## src/design/hslca_pkg.sv

```systemverilog
// ----------------------------------------------------------------------------
// hslca_pkg
// Shared types and fixed-point constants of the role-based HSL color adapter.
// ----------------------------------------------------------------------------
package hslca_pkg;

	typedef struct packed {
		logic [7:0] red_in;
		logic [7:0] green_in;
		logic [7:0] blue_in;
		logic [1:0] func;
	} pix_in_t;

	typedef struct packed {
		logic [7:0] red_out;
		logic [7:0] green_out;
		logic [7:0] blue_out;
	} pix_out_t;

	localparam logic [1:0] ROLE_TEXT   = 2'd0;
	localparam logic [1:0] ROLE_BACK   = 2'd1;
	localparam logic [1:0] ROLE_BORDER = 2'd2;
	localparam logic [1:0] ROLE_OTHER  = 2'd3;

	// divider geometry: numerator, divisor and quotient widths
	localparam int DIV_NW = 27;
	localparam int DIV_DW = 11;
	localparam int DIV_QW = 17;

	// 2**32 / 255, rounded up; exact floor division for numerators below 2**24
	localparam logic [24:0] L_RECIP = 25'd16843010;

	localparam logic [16:0] K_012   = 17'd7864;
	localparam logic [16:0] K_004   = 17'd2621;
	localparam logic [16:0] K_075   = 17'd49152;
	localparam logic [16:0] K_005   = 17'd3277;
	localparam logic [16:0] K_013   = 17'd8520;
	localparam logic [16:0] K_008   = 17'd5243;
	localparam logic [16:0] K_010   = 17'd6554;
	localparam logic [16:0] K_030   = 17'd19661;
	localparam logic [16:0] K_045   = 17'd29491;
	localparam logic [16:0] K_068   = 17'd44564;
	localparam logic [16:0] K_105   = 17'd68813;
	localparam logic [15:0] K_THIRD = 16'd21845;

	localparam logic [1:0] SEL_RAMP = 2'd0;
	localparam logic [1:0] SEL_Q    = 2'd1;
	localparam logic [1:0] SEL_P    = 2'd2;

endpackage

```

## src/design/hslca_div.sv

```systemverilog
// ----------------------------------------------------------------------------
// hslca_div
// Pipelined restoring divider, one quotient bit per stage. Expects
// num < den * 2**DIV_QW.
// ----------------------------------------------------------------------------
module hslca_div (
	input  logic                           clk,
	input  logic                           en,
	input  logic [hslca_pkg::DIV_NW-1:0]   num,
	input  logic [hslca_pkg::DIV_DW-1:0]   den,
	output logic [hslca_pkg::DIV_QW-1:0]   quo
);
	import hslca_pkg::*;

	logic [DIV_DW-1:0] rem_s [DIV_QW];
	logic [DIV_DW-1:0] den_s [DIV_QW];
	logic [DIV_QW-1:0] wrk_s [DIV_QW];

	for (genvar k = 0; k < DIV_QW; k++) begin : g_stage
		logic [DIV_DW-1:0] rem_i;
		logic [DIV_DW-1:0] den_i;
		logic [DIV_QW-1:0] wrk_i;
		logic [DIV_DW:0]   trial;
		logic              take;

		if (k == 0) begin : g_first
			assign rem_i = DIV_DW'(num[DIV_NW-1:DIV_QW]);
			assign den_i = den;
			assign wrk_i = num[DIV_QW-1:0];
		end else begin : g_next
			assign rem_i = rem_s[k-1];
			assign den_i = den_s[k-1];
			assign wrk_i = wrk_s[k-1];
		end

		assign trial = {rem_i, wrk_i[DIV_QW-1]};
		assign take  = trial >= {1'b0, den_i};

		always_ff @(posedge clk) begin
			if (en) begin
				rem_s[k] <= take ? DIV_DW'(trial - {1'b0, den_i}) : trial[DIV_DW-1:0];
				den_s[k] <= den_i;
				wrk_s[k] <= {wrk_i[DIV_QW-2:0], take};
			end
		end
	end

	assign quo = wrk_s[DIV_QW-1];

endmodule

```

## config.mk

```make
export PLATFORM = sky130hd
export DESIGN_NAME = hslca_div
export DESIGN_NICKNAME = d
export VERILOG_FILES = /design/src/design/hslca_pkg.sv /design/src/design/hslca_div.sv
export SDC_FILE = /design/constraint.sdc
export NUM_CORES = 1
export LEC_CHECK = 0
export ABC_CLOCK_PERIOD_IN_PS = 2700
export BUFFER_PORTS_ARGS = -buffer_cell sky130_fd_sc_hd__buf_2
export CAP_MARGIN = 10
export CORE_ASPECT_RATIO = 2
export CORE_MARGIN = 3
export CORE_UTILIZATION = 45
export CTS_CLUSTER_SIZE = 30
export DETAILED_ROUTE_END_ITERATION = 16
export GPL_TIMING_DRIVEN = 1
export SYNTH_ARGS = -nofsm -noshare
export SYNTH_HDL_FRONTEND = slang
export SYNTH_SLANG_ARGS = --single-unit
```

## constraint.sdc

```tcl
create_clock -name clk -period 2.7 [get_ports clk]
set_clock_uncertainty 0.1 [all_clocks]
set_input_delay 0.27 -clock clk [delete_from_list [all_inputs] [get_ports clk]]
set_output_delay 0.27 -clock clk [all_outputs]
set_load 0.05 [all_outputs]
```

# Yosys cells after proc, flatten, opt, wreduce, memory -nomap -nowiden
# Memory sizes are Yosys's and may differ from the RTL's.
# Cells that the tools add are included.
[op_classes]
n_addsub = 17
n_lt_le_gt_ge = 17
muxes = 19
[op_table]
columns = ["op", "count"]
rows = [
  ["12-bit by 11-bit >= comparator with 1-bit output", 16],
  ["11-bit 2-to-1 mux", 17],
  ["11-bit subtractor", 17],
  ["11-bit >= comparator", 1],
  ["1-bit 2-to-1 mux", 2],
]
[word_totals]
ff_bits = 0
ram_bits = 663
input_bits = 40
elab_cells = 56
mem_count = 3
[mem_list]
columns = ["memory", "depth", "word_bits", "read_ports", "rd_clocked_by_memory_dff", "write_ports", "line_no", "rtl"]
rows = [
  ["wrk_s", 17, 17, 17, 0, 17, "hslca_div.sv:17", "logic [DIV_QW-1:0] wrk_s [DIV_QW];"],
  ["den_s", 17, 11, 16, 0, 17, "hslca_div.sv:16", "logic [DIV_DW-1:0] den_s [DIV_QW];"],
  ["rem_s", 17, 11, 16, 0, 17, "hslca_div.sv:15", "logic [DIV_DW-1:0] rem_s [DIV_QW];"],
]

# Logic depth before layout (Yosys ltp)
# An unclocked memory read counts as a cell.
[depth]
word_depth = 3
mapped_depth = 10

# Worst setup path before layout
# No wires, ideal clock.
[synth_timing]
path_type = "flip-flop to flip-flop"
from = "mem den_s[0][0]"
to = "mem rem_s[1][3] (netlist: rem_s[0][14]) (data pin)"
setup_ns = 0.260
t_arrival_ns = 2.155
required_ns = 2.340
slack_ns = 0.185
stages_incl_launch_ff = 10
n_path_buf = 1
cell_sequence = "edfxtp_1 > ha_1 > fa_1 > nor2b_4 > o21ai_4 > a31oi_1 > o2111ai_1 > o211ai_1 > buf_6 > mux2_2"
[synth_rtl]
columns = ["element", "line_no"]
rows = [
  ["start, declared", "hslca_div.sv:16"],
  ["end, declared", "hslca_div.sv:15"],
]

==> impl_metrics.ini <==
[outcome]
status = complete, but fails checks
violations = negative setup slack

[global_routing]
grt_overflow = 0
grt_pass1_vias = 20190
grt_use_total_pct = 18.14
grt_first_pass_wirelength_um = 101400
antenna_found_initial = 0
grt_max_degree = 89

[drt]
wl_met2_um = 41030
drc = 0
ant_nets = 0
routedWlPerCell_um = 19.25
drt-pass1-iter-count = 5
vias = 18620
wl_um = 66510
drt_iter0_drc = 700
vias_per_cell = 5.390
routed.top_layer = met4
wl_met3_um = 1563
wl_met1_um = 18980

[yosys]
synth.area.top_cells = edfxtp_1 (63%), ha_1 (7.6%), mux2_2 (5.0%), inv_1 (3.0%), a21oi_1 (2.3%)
netlist_instances = 2203
yosysUniqueCellTypes = 57
ys_seq_elements = 641
synth_ff_type = edfxtp_1
yosysMostFrequentCell = edfxtp_1
synth_top_area_share_pct = 62.81
ys_async_sr_fraction_pct = 0
yosysWarnings = 0
syn-num-nets = 2446
synth_area_per_cell_um2 = 13.91
synth_area_mm2 = 0.03065
ys_seq_area_share_pct = 62.81
yosys.area.top_type = edfxtp_1
synth_edf_count = 641
synth_common_cells = edfxtp_1 (641), inv_1 (243), ha_1 (187)

[sta]
final-setup-viol-count = 9
relSlewSlack_pct = 59.06
fin_crit_sh_pct = 102.4
rsz0062_at_grt = true
drv_slew = 0
fin_ws_ns = -0.06436
hold-worst-slack_ns = 0.2412
hold_viol_final = 0
max_freq_mhz = 361.7
fin_setup_tns_ns = -0.5071
tightest_slew_ns = 0.6104
min_period_ns = 2.764

[clocking]
cts_tree = built
cts.path.max_buffers = 3
clock_sinks = 641
cts_root_buf = clkbuf_16
path_clk_slew_ns = 0.07
cts_max_level = 2
cts-buffers-inserted = 58
clkLatencyLatePin_ns = 0.63

[place]
post-dp-hpwl_um = 47890
placed_area_mm2 = 0.03318
place_inst = 3267
place.gp.congestion = 0.9011
portBuffers = 56

[layout]
fin_cells = 3455
postLayoutCoreUtil_pct = 54.48
design_area_mm2 = 0.03653
synthToLayoutAreaGrowth_pct = 19.21
nets = 2766
fill_cells = 5486
n_antenna_cell = 0
layout-drive-gt1-share_pct = 22.21

[worst_setup_path]
crit_required_ns = 2.97
critPathKind = reg -> reg
crit_arrival_ns = 3.04
critPathCaptureType = flip-flop
cp_max_fo = 5
start_kind = flip-flop
rrSetupSlack_ns = -0.06

[floorplan]
rows = 134
fp.coreArea_mm2 = 0.06706
dieArea_mm2 = 0.07146
start_util_pct = 45.70
ioPinCount = 57
fp.dieH_um = 375.1
die_w_um = 190.5

[pwr]
power_leakage_uw = 0.01467
power_density_mw_per_mm2 = 1060
peakVddDrop_mv = 0.5636

[run]
maxCapViolCount = 0

[min_path]
hp-class = in -> reg
==> worst max-delay path: stages (launching register included) <==
cell and delay (ns):
edfxtp_1 0.46, ha_4 0.22, fa_2 0.37, nor2b_2 0.13, o21ai_2 0.10, a31oi_1 0.16
buf_4 0.17, o2111ai_4 0.12, o211ai_4 0.18, buf_12 0.19, mux2_4 0.30
==> kinds of logic after synthesis <==
| group | synth area share (%) |
|---|---|
| buffers and inverters | 3.491 |
| AO/OA/AOI/OAI | 9.362 |
| flip-flops | 62.81 |
| multiplexers | 6.479 |
| adder cells (fa/ha/maj) | 8.680 |
| XOR/XNOR | 2.115 |
| AND/OR/NAND/NOR | 7.067 |
==> cell usage in the layout, fill, tap and decap left out, types with 67 or more instances in the layout <==
cell,Yosys,layout
mux2_2,135,76
a21oi_1,138,133
nor2_1,105,105
edfxtp_1,641,641
buf_4,9,151
nand2_1,72,67
inv_1,243,243
xnor2_1,67,67
o21ai_0,79,74
ha_1,187,173
==> through the flow <==
stage               power (uW)  setup WS (ns)
global placement         28250        -0.2331
detailed placement       28790        -0.2452
finish                   38740       -0.06436
floorplan                24390         0.1853
global route             40920        -0.1168
CTS                      37980       -0.02574
==> where the power goes <==
| group | internal (uW) | switching [uW] | total (uW) |
|---|---|---|---|
| logic | 8050 | 7680 | 15700 |
| clock network | 4670 | 3790 | 8460 |
| registers | 13600 | 975 | 14600 |
==> state kept, by name, summed over array words and instances (netlist names) <==
register  count
wrk_s       289
rem_s       176
den_s       176
==> area by class of cell <==
type	instances	area [um^2]	share of cell area (%)
clock buffers	64	1474	4.034
repair buffers	279	2425	6.637
flip-flops and latches	641	19250	52.69
clock inverters	44	475.5	1.301
multi-input cells	1300	10890	29.82
well taps	884	1106	3.027
inverters	243	912.1	2.497
==> repair_timing <==
action | CTS | global route
setup endpoints to repair | 112 | 144
cloned | 4 | 5
endpoints found under the hold margin | 64 | 0
setup buffers | 19 | 17
hold buffers | 39 | 0
gates resized for setup | 47 | 126
pin swaps | 17 | 36
==> routing by layer <==
layer	vias to the layer above	track usage [%]
li1	8911	-
met1	9129	13.70
met2	362	39.64
met3	219	2.039
met4	0	11.68
met5	-	0
==> final timing paths <==
path / startpoint / endpoint / depth (start not counted)
min reg2reg: wrk_s[0][168] / wrk_s[0][186] / 0
min: num[9] / wrk_s[0][10] / 2
max: den_s[0][22] / rem_s[0][41] / 10
max reg2reg: den_s[0][22] / rem_s[0][41] / 10
(Power assumes the default switching activity.)
